## src/hw/rtl/efd_pkg.sv

```systemverilog
// efd_pkg.sv - shared constants, types and state encodings for the escaped frame deframer.
// Used by every module under hw/rtl except efd_ram; depends on nothing.
package efd_pkg;

    localparam int BUF_LEN_DEF  = 512;
    localparam int MAX_DATA_DEF = 223;

    localparam logic [7:0] DLE_CODE  = 8'h10;
    localparam logic [7:0] STX_CODE  = 8'h02;
    localparam logic [7:0] ETX_CODE  = 8'h03;
    localparam logic [7:0] TYPE_CODE = 8'h93;

    localparam int HDR_LEN     = 13;
    localparam int HDR_AW      = 4;
    localparam int MIN_DECL    = 12;
    localparam int PAYLOAD_OFS = 13;
    localparam int PAYLOAD_MAX = 256;

    localparam int NUM_BANKS  = 2;
    localparam int BANK_W     = 1;
    localparam int WORD_AW    = 5;
    localparam int RAM_AW     = BANK_W + WORD_AW;
    localparam int RAM_DEPTH  = NUM_BANKS * (1 << WORD_AW);
    localparam int WORD_W     = 64;
    localparam int QUEUE_DEPTH = NUM_BANKS;

    typedef struct packed {
        logic [7:0]         priority_res;
        logic [23:0]        group_number;
        logic [7:0]         destination;
        logic [7:0]         source;
        logic [31:0]        timestamp;
        logic [7:0]         payload_length;
        logic [7:0]         limit;
        logic [WORD_AW-1:0] last_index;
        logic [BANK_W-1:0]  bank;
    } desc_t;

    typedef enum logic [1:0] {
        BK_FETCH,
        BK_LOAD,
        BK_SHOW
    } back_state_t;

endpackage

```

## src/hw/rtl/efd_ram.sv

```systemverilog
// efd_ram.sv - generic single-write, single-read RAM with registered read data.
// Standalone; no package dependency.
module efd_ram #(
    parameter int WIDTH = 64,
    parameter int DEPTH = 64
) (
    input  logic                     clk,
    input  logic                     we,
    input  logic [$clog2(DEPTH)-1:0] waddr,
    input  logic [WIDTH-1:0]         wdata,
    input  logic                     re,
    input  logic [$clog2(DEPTH)-1:0] raddr,
    output logic [WIDTH-1:0]         rdata
);

    logic [WIDTH-1:0] mem [0:DEPTH-1];
    logic [WIDTH-1:0] rdata_reg;

    always_ff @(posedge clk)
    begin
        if (we)
        begin
            mem[waddr] <= wdata;
        end
        if (re)
        begin
            rdata_reg <= mem[raddr];
        end
    end

    assign rdata = rdata_reg;

endmodule

```

## src/hw/rtl/efd_front.sv

```systemverilog
// efd_front.sv - byte-level deframer: escape handling, header capture, checksum, frame checks.
// Packs payload bytes into 64-bit words for the payload RAM; pushes a descriptor per good frame.
// Depends on efd_pkg.
module efd_front #(
    parameter int BUF_LEN  = efd_pkg::BUF_LEN_DEF,
    parameter int MAX_DATA = efd_pkg::MAX_DATA_DEF
) (
    input  logic                       clk,
    input  logic                       rst_n,
    input  logic                       in_valid,
    output logic                       in_ready,
    input  logic [7:0]                 rx_byte,
    input  logic                       q_full,
    output logic                       q_push,
    output efd_pkg::desc_t             q_desc,
    output logic                       ram_we,
    output logic [efd_pkg::RAM_AW-1:0] ram_waddr,
    output logic [efd_pkg::WORD_W-1:0] ram_wdata
);

    localparam int WP_W = $clog2(BUF_LEN + 1);

    logic            in_frame_reg, in_frame_next;
    logic            esc_reg, esc_next;
    logic            start_reg, start_next;
    logic [WP_W-1:0] wp_reg, wp_next;
    logic [7:0]      sum_reg, sum_next;
    logic [7:0]      last_byte_reg;
    logic [7:0]      hdr_reg [0:efd_pkg::HDR_LEN-1];
    logic [efd_pkg::WORD_W-1:0] acc_reg;
    logic [efd_pkg::BANK_W-1:0] wbank_reg;

    logic            fire;
    logic            do_store;
    logic            store_ok;
    logic            do_drop;
    logic            do_finish;
    logic            restart;
    logic            accept;
    logic [WP_W-1:0] decl_ext;
    logic [WP_W-1:0] pidx;
    logic [WP_W-1:0] flush_idx;
    logic            in_payload;
    logic            word_done;
    logic [7:0]      avail;
    logic [7:0]      plen_m1;

    assign in_ready = !q_full;
    assign fire     = in_valid && in_ready;
    assign decl_ext = WP_W'(hdr_reg[1]);

    always_comb
    begin
        in_frame_next = in_frame_reg;
        esc_next      = esc_reg;
        start_next    = start_reg;
        wp_next       = wp_reg;
        sum_next      = sum_reg;
        do_store      = 1'b0;
        do_drop       = 1'b0;
        do_finish     = 1'b0;
        restart       = 1'b0;
        if (fire)
        begin
            if (in_frame_reg)
            begin
                if (esc_reg)
                begin
                    priority if (rx_byte == efd_pkg::DLE_CODE)
                    begin
                        esc_next = 1'b0;
                        do_store = 1'b1;
                    end
                    else if (rx_byte == efd_pkg::ETX_CODE)
                    begin
                        do_finish = 1'b1;
                        do_drop   = 1'b1;
                    end
                    else if (rx_byte == efd_pkg::STX_CODE)
                    begin
                        do_drop = 1'b1;
                        restart = 1'b1;
                    end
                    else
                    begin
                        do_drop = 1'b1;
                    end
                end
                else if (rx_byte == efd_pkg::DLE_CODE)
                begin
                    esc_next = 1'b1;
                end
                else
                begin
                    do_store = 1'b1;
                end
            end
            else
            begin
                if (rx_byte == efd_pkg::STX_CODE)
                begin
                    start_next = esc_reg;
                end
                else if (start_reg)
                begin
                    start_next    = 1'b0;
                    in_frame_next = 1'b1;
                    do_store      = 1'b1;
                end
                esc_next = (rx_byte == efd_pkg::DLE_CODE);
            end
        end
        store_ok = do_store && (wp_reg != WP_W'(BUF_LEN));
        if (do_store && !store_ok)
        begin
            do_drop = 1'b1;
        end
        if (store_ok)
        begin
            wp_next = wp_reg + WP_W'(1);
            // checksum byte sits at offset length + 2 and stays out of the sum
            if (wp_reg != decl_ext + WP_W'(2))
            begin
                sum_next = sum_reg + rx_byte;
            end
        end
        if (do_drop)
        begin
            wp_next       = '0;
            sum_next      = '0;
            in_frame_next = 1'b0;
            esc_next      = 1'b0;
            start_next    = restart;
        end
    end

    assign accept = do_finish
                 && (wp_reg == decl_ext + WP_W'(3))
                 && (hdr_reg[0] == efd_pkg::TYPE_CODE)
                 && (hdr_reg[1] >= 8'(efd_pkg::MIN_DECL))
                 && (8'(sum_reg + last_byte_reg) == 8'h00)
                 && (hdr_reg[12] <= 8'(MAX_DATA));

    assign pidx       = wp_reg - WP_W'(efd_pkg::PAYLOAD_OFS);
    assign flush_idx  = wp_reg - WP_W'(efd_pkg::PAYLOAD_OFS + 1);
    assign in_payload = (wp_reg >= WP_W'(efd_pkg::PAYLOAD_OFS))
                     && (wp_reg < WP_W'(efd_pkg::PAYLOAD_OFS + efd_pkg::PAYLOAD_MAX));
    assign word_done  = store_ok && in_payload && (pidx[2:0] == 3'd7);

    always_comb
    begin
        ram_we    = word_done || accept;
        ram_waddr = {wbank_reg, flush_idx[7:3]};
        ram_wdata = acc_reg;
        if (word_done)
        begin
            ram_waddr = {wbank_reg, pidx[7:3]};
            ram_wdata = {rx_byte, acc_reg[55:0]};
        end
    end

    assign avail   = hdr_reg[1] - 8'd11;
    assign plen_m1 = hdr_reg[12] - 8'd1;

    always_comb
    begin
        q_push                = accept;
        q_desc.priority_res   = hdr_reg[2];
        q_desc.group_number   = {hdr_reg[5], hdr_reg[4], hdr_reg[3]};
        q_desc.destination    = hdr_reg[6];
        q_desc.source         = hdr_reg[7];
        q_desc.timestamp      = {hdr_reg[11], hdr_reg[10], hdr_reg[9], hdr_reg[8]};
        q_desc.payload_length = hdr_reg[12];
        q_desc.limit          = (hdr_reg[12] < avail) ? hdr_reg[12] : avail;
        q_desc.last_index     = (hdr_reg[12] == 8'd0) ? '0 : plen_m1[7:3];
        q_desc.bank           = wbank_reg;
    end

    always_ff @(posedge clk or negedge rst_n)
    begin
        if (!rst_n)
        begin
            in_frame_reg <= 1'b0;
            esc_reg      <= 1'b0;
            start_reg    <= 1'b0;
            wp_reg       <= '0;
            sum_reg      <= '0;
            wbank_reg    <= '0;
            for (int i = 0; i < efd_pkg::HDR_LEN; i++)
            begin
                hdr_reg[i] <= '0;
            end
        end
        else
        begin
            in_frame_reg <= in_frame_next;
            esc_reg      <= esc_next;
            start_reg    <= start_next;
            wp_reg       <= wp_next;
            sum_reg      <= sum_next;
            if (accept)
            begin
                wbank_reg <= wbank_reg + efd_pkg::BANK_W'(1);
            end
            if (store_ok && (wp_reg < WP_W'(efd_pkg::HDR_LEN)))
            begin
                hdr_reg[wp_reg[efd_pkg::HDR_AW-1:0]] <= rx_byte;
            end
        end
    end

    always_ff @(posedge clk)
    begin
        if (store_ok)
        begin
            last_byte_reg <= rx_byte;
            if (in_payload)
            begin
                acc_reg[pidx[2:0]*8 +: 8] <= rx_byte;
            end
        end
    end

endmodule

```

## src/hw/rtl/efd_desc_fifo.sv

```systemverilog
// efd_desc_fifo.sv - two-entry queue of frame descriptors between front and back.
// Depends on efd_pkg.
module efd_desc_fifo (
    input  logic           clk,
    input  logic           rst_n,
    input  logic           push,
    input  efd_pkg::desc_t push_desc,
    input  logic           pop,
    output efd_pkg::desc_t head,
    output logic           full,
    output logic           empty
);

    localparam int PW = $clog2(efd_pkg::QUEUE_DEPTH);
    localparam int CW = $clog2(efd_pkg::QUEUE_DEPTH + 1);

    efd_pkg::desc_t ent_reg [0:efd_pkg::QUEUE_DEPTH-1];
    logic [PW-1:0]  wr_ptr_reg;
    logic [PW-1:0]  rd_ptr_reg;
    logic [CW-1:0]  count_reg, count_next;

    assign full  = (count_reg == CW'(efd_pkg::QUEUE_DEPTH));
    assign empty = (count_reg == '0);
    assign head  = ent_reg[rd_ptr_reg];

    always_comb
    begin
        count_next = count_reg;
        if (push && !pop)
        begin
            count_next = count_reg + CW'(1);
        end
        else if (pop && !push)
        begin
            count_next = count_reg - CW'(1);
        end
    end

    always_ff @(posedge clk or negedge rst_n)
    begin
        if (!rst_n)
        begin
            wr_ptr_reg <= '0;
            rd_ptr_reg <= '0;
            count_reg  <= '0;
        end
        else
        begin
            count_reg <= count_next;
            if (push)
            begin
                wr_ptr_reg <= wr_ptr_reg + PW'(1);
            end
            if (pop)
            begin
                rd_ptr_reg <= rd_ptr_reg + PW'(1);
            end
        end
    end

    always_ff @(posedge clk)
    begin
        if (push)
        begin
            ent_reg[wr_ptr_reg] <= push_desc;
        end
    end

    a_no_push_full: assert property (@(posedge clk) disable iff (!rst_n)
        push |-> !full)
        else $error("descriptor pushed into full queue");

    a_no_pop_empty: assert property (@(posedge clk) disable iff (!rst_n)
        pop |-> !empty)
        else $error("descriptor popped from empty queue");

endmodule

```

## src/hw/rtl/efd_back.sv

```systemverilog
// efd_back.sv - chunk sequencer: reads payload words for the head descriptor, masks, presents.
// Depends on efd_pkg.
module efd_back (
    input  logic                        clk,
    input  logic                        rst_n,
    input  efd_pkg::desc_t              head,
    input  logic                        q_empty,
    output logic                        q_pop,
    output logic                        ram_re,
    output logic [efd_pkg::RAM_AW-1:0]  ram_raddr,
    input  logic [efd_pkg::WORD_W-1:0]  ram_rdata,
    output logic                        out_valid,
    input  logic                        out_ready,
    output logic [efd_pkg::WORD_AW-1:0] chunk_index,
    output logic [efd_pkg::WORD_W-1:0]  chunk_data,
    output logic                        last_chunk
);

    efd_pkg::back_state_t state_reg, state_next;
    logic [efd_pkg::WORD_AW-1:0] k_reg, k_next;
    logic [efd_pkg::WORD_W-1:0]  data_reg;
    logic [efd_pkg::WORD_W-1:0]  masked;
    logic                        last_reg;
    logic                        load;
    logic [7:0]                  j;

    always_comb
    begin
        state_next = state_reg;
        k_next     = k_reg;
        ram_re     = 1'b0;
        q_pop      = 1'b0;
        load       = 1'b0;
        unique case (state_reg)
            efd_pkg::BK_FETCH:
            begin
                if (!q_empty)
                begin
                    ram_re     = 1'b1;
                    state_next = efd_pkg::BK_LOAD;
                end
            end
            efd_pkg::BK_LOAD:
            begin
                load       = 1'b1;
                state_next = efd_pkg::BK_SHOW;
            end
            efd_pkg::BK_SHOW:
            begin
                if (out_ready)
                begin
                    if (last_reg)
                    begin
                        q_pop  = 1'b1;
                        k_next = '0;
                    end
                    else
                    begin
                        k_next = k_reg + efd_pkg::WORD_AW'(1);
                    end
                    state_next = efd_pkg::BK_FETCH;
                end
            end
            default:
            begin
                state_next = efd_pkg::BK_FETCH;
            end
        endcase
    end

    assign ram_raddr = {head.bank, k_reg};

    // bytes at or past min(payload length, bytes before checksum) read as zero
    always_comb
    begin
        masked = '0;
        j      = '0;
        for (int i = 0; i < 8; i++)
        begin
            j = {k_reg, 3'(i)};
            masked[i*8 +: 8] = (j < head.limit) ? ram_rdata[i*8 +: 8] : 8'h00;
        end
    end

    always_ff @(posedge clk or negedge rst_n)
    begin
        if (!rst_n)
        begin
            state_reg <= efd_pkg::BK_FETCH;
            k_reg     <= '0;
        end
        else
        begin
            state_reg <= state_next;
            k_reg     <= k_next;
        end
    end

    always_ff @(posedge clk)
    begin
        if (load)
        begin
            data_reg <= masked;
            last_reg <= (k_reg == head.last_index);
        end
    end

    assign out_valid   = (state_reg == efd_pkg::BK_SHOW);
    assign chunk_index = k_reg;
    assign chunk_data  = data_reg;
    assign last_chunk  = last_reg;

    a_show_has_desc: assert property (@(posedge clk) disable iff (!rst_n)
        (state_reg != efd_pkg::BK_FETCH) |-> !q_empty)
        else $error("chunk in flight without a descriptor");

    a_last_resets_index: assert property (@(posedge clk) disable iff (!rst_n)
        (out_valid && out_ready && last_chunk) |=> (k_reg == '0))
        else $error("chunk index not cleared after last chunk");

endmodule

```

## src/hw/rtl/escaped_frame_deframer.sv

```systemverilog
// escaped_frame_deframer.sv - top level: front deframer, descriptor queue, payload RAM, back.
// Input: one byte per cycle; in_ready drops only while two accepted frames await readout.
// First chunk: DLE-ETX transfer queues its descriptor; an idle back then does fetch, load, show.
// Readout: each chunk is a RAM read, mask/register, present; next fetch waits until it is taken.
// Reset: asynchronous rst_n clears framing state, queue and sequencer; RAM is not cleared.
module escaped_frame_deframer #(
    parameter int BUF_LEN  = efd_pkg::BUF_LEN_DEF,
    parameter int MAX_DATA = efd_pkg::MAX_DATA_DEF
) (
    input  logic                        clk,
    input  logic                        rst_n,
    input  logic                        in_valid,
    output logic                        in_ready,
    input  logic [7:0]                  rx_byte,
    output logic                        out_valid,
    input  logic                        out_ready,
    output logic [7:0]                  priority_res,
    output logic [23:0]                 group_number,
    output logic [7:0]                  destination,
    output logic [7:0]                  source,
    output logic [31:0]                 timestamp,
    output logic [7:0]                  payload_length,
    output logic [efd_pkg::WORD_AW-1:0] chunk_index,
    output logic [efd_pkg::WORD_W-1:0]  chunk_data,
    output logic                        last_chunk
);

    logic                        q_full;
    logic                        q_empty;
    logic                        q_push;
    logic                        q_pop;
    efd_pkg::desc_t              q_desc;
    efd_pkg::desc_t              q_head;
    logic                        ram_we;
    logic [efd_pkg::RAM_AW-1:0]  ram_waddr;
    logic [efd_pkg::WORD_W-1:0]  ram_wdata;
    logic                        ram_re;
    logic [efd_pkg::RAM_AW-1:0]  ram_raddr;
    logic [efd_pkg::WORD_W-1:0]  ram_rdata;

    efd_front #(
        .BUF_LEN  (BUF_LEN),
        .MAX_DATA (MAX_DATA)
    ) u_front (
        .clk       (clk),
        .rst_n     (rst_n),
        .in_valid  (in_valid),
        .in_ready  (in_ready),
        .rx_byte   (rx_byte),
        .q_full    (q_full),
        .q_push    (q_push),
        .q_desc    (q_desc),
        .ram_we    (ram_we),
        .ram_waddr (ram_waddr),
        .ram_wdata (ram_wdata)
    );

    efd_desc_fifo u_fifo (
        .clk       (clk),
        .rst_n     (rst_n),
        .push      (q_push),
        .push_desc (q_desc),
        .pop       (q_pop),
        .head      (q_head),
        .full      (q_full),
        .empty     (q_empty)
    );

    efd_ram #(
        .WIDTH (efd_pkg::WORD_W),
        .DEPTH (efd_pkg::RAM_DEPTH)
    ) u_ram (
        .clk   (clk),
        .we    (ram_we),
        .waddr (ram_waddr),
        .wdata (ram_wdata),
        .re    (ram_re),
        .raddr (ram_raddr),
        .rdata (ram_rdata)
    );

    efd_back u_back (
        .clk         (clk),
        .rst_n       (rst_n),
        .head        (q_head),
        .q_empty     (q_empty),
        .q_pop       (q_pop),
        .ram_re      (ram_re),
        .ram_raddr   (ram_raddr),
        .ram_rdata   (ram_rdata),
        .out_valid   (out_valid),
        .out_ready   (out_ready),
        .chunk_index (chunk_index),
        .chunk_data  (chunk_data),
        .last_chunk  (last_chunk)
    );

    assign priority_res   = q_head.priority_res;
    assign group_number   = q_head.group_number;
    assign destination    = q_head.destination;
    assign source         = q_head.source;
    assign timestamp      = q_head.timestamp;
    assign payload_length = q_head.payload_length;

endmodule

```

## config.mk

```make
export PLATFORM = sky130hd
export DESIGN_NAME = escaped_frame_deframer
export DESIGN_NICKNAME = d
export VERILOG_FILES = /design/src/hw/rtl/efd_pkg.sv /design/src/hw/rtl/efd_ram.sv /design/src/hw/rtl/efd_front.sv /design/src/hw/rtl/efd_desc_fifo.sv /design/src/hw/rtl/efd_back.sv /design/src/hw/rtl/escaped_frame_deframer.sv
export SDC_FILE = /design/constraint.sdc
export NUM_CORES = 2
export LEC_CHECK = 0
export BUFFER_PORTS_ARGS = -buffer_cell sky130_fd_sc_hd__buf_2
export CORE_MARGIN = 3
export CORE_UTILIZATION = 63
export CTS_CLUSTER_DIAMETER = 200
export DETAILED_ROUTE_END_ITERATION = 6
export MAX_ROUTING_LAYER = met4
export PLACE_DENSITY_LB_ADDON = 0.08
export SLEW_MARGIN = 20
export SYNTH_ARGS = -nofsm -noshare
export SYNTH_HDL_FRONTEND = slang
export SYNTH_MEMORY_MAX_BITS = 65536
export SYNTH_SLANG_ARGS = --single-unit
```

## constraint.sdc

```tcl
create_clock -name clk -period 11.4 [get_ports clk]
set_input_delay 0 -clock clk [delete_from_list [all_inputs] [get_ports clk]]
set_output_delay 0 -clock clk [all_outputs]
set_load 0.05 [all_outputs]
```

# --- Word level (Yosys, flattened, before mapping) ---
# Memory sizes are Yosys's and may differ from the RTL's. A register that Yosys moved wholly into a read port is not among the register bits.
# Index checks and enable logic that the tools add are counted.
op_classes:
  eq_ne: 15
  addsub: 16
  shifts: 2
  magnitude_cmp: 16
  reduce_logical: 33
  mux: 62
  bitwise_logic: 1
ops:
  columns: ["op", "n"]
  rows:
  - ["$bwmux W104", 1]
  - ["$lt A8 B8 Y1", 9]
  - ["$bwmux W64", 1]
  - ["$mux W64", 1]
  - ["$shift A8 B34 Y64 const A", 1]
  - ["$shiftx A8 B34 Y64", 1]
  - ["$mux W1", 43]
  - ["$mux W8", 5]
  - ["$neg A6 Y34", 1]
  - ["$demux W8 S4", 1]
  - ["$sub A8 B4 Y8 const B", 3]
  - ["$mux W10", 2]
  - ["$add A8 B2 Y9 const B", 2]
  - ["$add A8 B8 Y8", 2]
  - ["$eq A8 B2 Y1 const B", 2]
  - ["$logic_not A8 Y1", 2]
  - ["$logic_and A1 B1 Y1", 15]
  - ["$mux W5", 3]
  - ["$add A10 B1 Y10 const B", 1]
  - ["$eq A10 B9 Y1", 1]
  - ["$ge A10 B4 Y1 const B", 1]
  - ["$lt A10 B4 Y1 const B", 1]
  - ["$lt A10 B9 Y1 const B", 1]
  - ["$ne A10 B10 Y1 const B", 1]
  - ["other kinds (26)", 44]
totals:
  word_cells: 182
  ramBits: 4300
  regBits: 274
  mem_count: 2
  in_bits: 12
mem_list:
  columns: ["memory", "words", "width", "rd", "rd_ports_with_merged_regs", "write_ports", "line", "source"]
  rows:
  - ["u_ram.mem", 64, 64, 1, 1, 1, "efd_ram.sv:16", "logic [WIDTH-1:0] mem [0:DEPTH-1];"]
  - ["u_fifo.ent_reg", 2, 102, 1, 0, 1, "efd_desc_fifo.sv:17", "efd_pkg::desc_t ent_reg [0:efd_pkg::QUEUE_DEPTH-1];"]

# --- Depth between registers and ports, before layout ---
logic_depth:
  depth_word: 15
  depth_mapped: 15
  mapped_depth_nobuf: 13

# --- Cells and area by module ---
# Synthesis repeated with hierarchy kept, for this count alone.
hier_totals:
  cells_unflattened: 8085
  area_unflattened_um2: 178705.1
by_module_without_submodules:
  columns: ["mod", "n_inst", "area_each_um2", "cells_per_inst", "seq_area_each_um2"]
  rows:
  - ["efd_ram", 1, 156989.3, 6598, 124919.8]
  - ["efd_front", 1, 10844.2, 933, 5315.1]
  - ["efd_desc_fifo", 1, 7562.3, 333, 6226.0]
  - ["efd_back", 1, 3309.4, 221, 2127.0]

# --- Worst setup path after synthesis ---
# No wires, ideal clock.
synth_path:
  path_type: "reg-to-reg"
  from: "register u_front.sum_reg[0]"
  to: "memory u_ram.mem[28][0], enable pin"
  path_slack_ns: 3.439
  synth_period_minus_slack_ns: 7.961
  required_time_ns: 10.835
  arrival_time_ns: 7.396
  stages_incl_launch_ff: 11
  path_buffers: 1
  cell_sequence: "dfrtp_1 ha_1 fa_1 a2111o_1 nor4_1 nand4_1 nor4_4 a21boi_2 mux2_2 clkbuf_1 nor3_1"
synth_between:
  elab_chain_cells: 7
synth_lines:
  columns: ["item", "line", "source"]
  rows:
  - ["from (decl)", "efd_front.sv:27", "logic [7:0] sum_reg, sum_next;"]
  - ["from (signal assigned)", "efd_front.sv:200", "sum_reg <= sum_next;"]
  - ["$add A8 B8 Y8", "efd_front.sv:141", "&& (8'(sum_reg + last_byte_reg) == 8'h00)"]
  - ["$logic_not A8 Y1", "efd_front.sv:141", null]
  - ["$logic_and A1 B1 Y1", "efd_front.sv:141", null]
  - ["$logic_and A1 B1 Y1", "efd_front.sv:142", "&& (hdr_reg[12] <= 8'(MAX_DATA));"]
  - ["named net q_push", "escaped_frame_deframer.sv:30", "logic q_push;"]
  - ["$logic_or A1 B1 Y1", "efd_front.sv:152", "ram_we = word_done || accept;"]
  - ["$mux W1", "efd_ram.sv:21", "if (we)"]
  - ["$mux W1 (implied by the code)", "efd_ram.sv:23", "mem[waddr] <= wdata;"]
  - ["to (decl)", "efd_ram.sv:16", null]
# The timed path passes the listed nets, and every way through them passes these cells.

# --- Worst setup path after layout ---
layout_path:
  from: "input port rx_byte[3]"
  to: "memory u_ram.mem[23][25], enable pin"
layout_between:
  elab_chain_cells: 14
layout_lines:
  columns: ["item", "line", "source"]
  rows:
  - ["from (decl)", "escaped_frame_deframer.sv:14", "input logic [7:0] rx_byte,"]
  - ["$eq A8 B2 Y1", "efd_front.sv:74", "else if (rx_byte == efd_pkg::ETX_CODE)"]
  - ["$mux W1", "efd_front.sv:74", null]
  - ["$mux W1", "efd_front.sv:69", "priority if (rx_byte == efd_pkg::DLE_CODE)"]
  - ["$mux W1", "efd_front.sv:67", "if (esc_reg)"]
  - ["$mux W1", "efd_front.sv:65", "if (in_frame_reg)"]
  - ["$mux W1", "efd_front.sv:63", "if (fire)"]
  - ["$logic_and A1 B1 Y1", "efd_front.sv:138", "&& (wp_reg == decl_ext + WP_W'(3))"]
  - ["$logic_and A1 B1 Y1", "efd_front.sv:139", "&& (hdr_reg[0] == efd_pkg::TYPE_CODE)"]
  - ["$logic_and A1 B1 Y1", "efd_front.sv:140", "&& (hdr_reg[1] >= 8'(efd_pkg::MIN_DECL))"]
  - ["$logic_and A1 B1 Y1", "efd_front.sv:141", null]
  - ["$logic_and A1 B1 Y1", "efd_front.sv:142", null]
  - ["$logic_or A1 B1 Y1", "efd_front.sv:152", null]
  - ["$mux W1", "efd_ram.sv:21", null]
  - ["$mux W1 (implied by the code)", "efd_ram.sv:23", null]
# Parallel ways exist; a longest one is shown, timed or not.

==> flow_summary_export.csv <==
group,metric,value,unit
setup_path,critPathRequiredTime,11.95,ns
placed_design,place.gp.congestion,0.8460,
outcome,outcome,"completed",
grt,grt_overflow,0,
grt,grt_max_degree,139,
timing,maxSlewHeadroom,0.1955,
logic_synthesis,synth_area,177100,um^2
cells_and_area,seq_area,138600,um^2
floorplanning,initial_utilization,0.6333,
setup_path,endpoint_kind,"flip-flop",
logic_synthesis,syn_area_per_cell,24.43,um^2
clocking,cts_hold_buf,17,
grt,antenna_found_initial,28,
timing,fin_tns_setup,0,ns
logic_synthesis,synth_nets,7307,
clocking,cts-resized-gates,0,
timing,fin_skew,0.05232,ns
detailed_routing,first_iter_violations,11490,
timing,tightest_slew,1.207,ns
logic_synthesis,synth.distinct_cells,73,
clocking,cts_setup_buffers,0,
logic_synthesis,async_flop_share,0.02954,
clocking,htreeDepth,5,
setup_path,cpPeakStageDelay,0.96,ns
timing,maxSlewViolCount,0,
logic_synthesis,synth_area_leaders,"edfxtp_1 (76%), mux4_2 (17%), dfrtp_1 (1.9%), mux2_2 (1.3%), clkbuf_1 (0.54%)",
grt,use_met1,0.4632,
min_path,worstHoldPathCells,4,
grt,grt_util_met2,0.5063,
grt,met3_usage,0.04474,
clocking,cts_buffer_depth,4,
timing,fin_crit,6.609,ns
placed_design,port_buffers,171,
logic_synthesis,ys_seq_elements,4638,
flow_run,drv_cap,0,
setup_path,path_max_fanout,43,
floorplanning,dieWidth,536.2,um
clocking,clock_latency,0.97,ns
grt,grt_pass1_vias,82650,
timing,rsz0062_at_grt,"false",
logic_synthesis,seq_area_frac_synth,0.7826,
clocking,cts-root-buf,"clkbuf_16",
power_and_ir_drop,power.leakage,60.69,nW
detailed_routing,wl,447.8,mm
detailed_routing,viasPerCell,6.960,
setup_path,start_kind,"primary input",
cells_and_area,drive_gt1_frac,0.3345,
setup_path,crit_type,"in -> reg",
clocking,clkSlewWorstSetupHoldPaths,0.06,ns
logic_synthesis,synth_edf_count,4501,
floorplanning,die_area,287500,um^2
placed_design,place_area,183700,um^2
detailed_routing,vias,82850,
floorplanning,row_count,194,
detailed_routing,drt_first_pass_iters,7,
setup_path,reg2regPathDepth,10,
grt,globalRouteTotalUtil,0.3264,
power_and_ir_drop,peakVddDrop,0.1419,mV
detailed_routing,wire_per_inst,37.62,um
cells_and_area,largest_reg_flops,4096,
grt,grt_pass1_wl,635.0,mm
cells_and_area,area_delta_synth_final,12.13,%
detailed_routing,drcViolationCount,0,
logic_synthesis,synthFlopType,"edfxtp_1",
placed_design,dp_hpwl,244.8,mm
setup_path,ff2ff_setup_slack,5.17,ns
setup_path,cp.arrival,7.16,ns
clocking,cts_tree,"done",
clocking,cts_buffers,448,
setup_path,cp_slowest_cell,"buf_4",
cells_and_area,layout.nets,7832,
cells_and_area,mostFrequentLayoutCell,"edfxtp_1",
logic_synthesis,synth_top_area_share,0.7633,
timing,hold_violations,0,
cells_and_area,finalInstanceArea,198600,um^2
timing,finalCritPeriodShare,0.5797,
cells_and_area,multi_input_comb_area,37440,um^2
logic_synthesis,synth_top_cell_by_area,"edfxtp_1",
timing,setup_viol,0,
power_and_ir_drop,power.density,180.7,nW/um^2
power_and_ir_drop,p_total,35.87,mW
setup_path,crit_path_cell_trace,"dlygate4sd3_1 > buf_2 > nor3_1 > nand2_1 > or4b_2 > ha_1 > nand2_1 > o22a_1 > nor2_2 > nand2_1 > a21boi_2 > o31a_1 > buf_4 > nor2_4 > buf_4",
cells_and_area,most-common-layout-cells,"edfxtp_1 (4501), mux4_2 (1344), clkbuf_16 (458)",
timing,max_freq,0.1513,GHz
cells_and_area,nFillCells,16160,
floorplanning,pin_count,172,
clocking,clock_sinks,4638,
logic_synthesis,netlist_instances,7248,
floorplanning,die_y,536.2,um
floorplanning,design.core.area,279600,um^2
detailed_routing,ant_nets,0,
min_path,hp-class,"in -> reg",
logic_synthesis,ys_warn_count,0,
setup_path,worst_path_most_repeated_cell,"nand2_1",
grt,top_usage_layer,"met2",
## worst paths after layout
path	startpoint	endpoint
worst max-delay path	rx_byte[3]	u_ram.mem[23][25]
worst min-delay path	out_ready	u_back.chunk_index[1]
worst max register to register	u_front.wp_reg[0]	u_ram.mem[23][25]
worst min register to register	u_front.q_desc[101]	u_fifo.ent_reg[0][101]
max in group asynchronous	rst_n	u_fifo.rd_ptr_reg
min in group asynchronous	rst_n	u_front.q_desc[37]
## area by class of cell
type,instances,share of cell area
clock inverter,258,0.01273
multi-input combinational,2219,0.1885
timing repair buffer,441,0.01573
tap,3724,0.02347
inverter,25,0.0004726
sequential,4638,0.6981
clock buffer,571,0.06061
antenna,28,0.0003529
## cells by family (layout without fill, tap and decap cells)
family	after synthesis	after routing	synth area share
fa+ha+maj	47	47	0.003406
simple gates	439	439	0.01362
other cells	0	28	0
xor+xnor	52	52	0.002572
buf+inv	391	1295	0.008401
flops	4638	4638	0.7826
compound gates	109	109	0.004077
mux	1572	1572	0.1853
## worst max-delay path, delay by kind of cell
family / cells / cell delay [ns]
AO/OA/AOI/OAI: 3 / 1.06
adder cells (fa/ha/maj): 1 / 0.33
buffers and inverters: 4 / 2.04
AND/OR/NAND/NOR: 7 / 3.57
## metal layers
metal,vias to the layer above,part of all wire
li1,32190,-
met1,45070,0.38
met2,4905,0.50
met3,686,0.091
met4,0,0.037
met5,-,0
## report_power, final
part | internal, mW | switching, mW | total (mW)
Clock | 8.48 | 6.22 | 14.7
Sequential | 19.2 | 0.278 | 19.4
Combinational | 0.580 | 1.16 | 1.74
Total | 28.2 | 7.66 | 35.9
## stage by stage
step	std cells	setup slack [ns]	util	hold WS [ns]
2_1_floorplan	7248	3.439	-	-0.2956
3_3_place_gp	11030	4.569	0.6571	0.1398
3_5_place_dp	11030	4.483	0.6571	0.1499
4_1_cts	11880	4.908	0.7098	0.07214
5_1_grt	11890	4.472	0.7100	0.1408
6_report	11900	4.791	0.7101	0.1103
## synth_stat cells (25+ instances only)
cell type	instances
nor3_1	64
and2_1	127
clkbuf_1	257
nor2_1	82
nand2_1	38
nand3_1	37
a21oi_1	25
mux2_2	208
edfxtp_1	4501
ha_1	45
inv_1	25
mux4_2	1344
buf_1	98
xnor2_1	28
dfrtp_1	137
No activity file was read; power rests on OpenSTA's default activity.
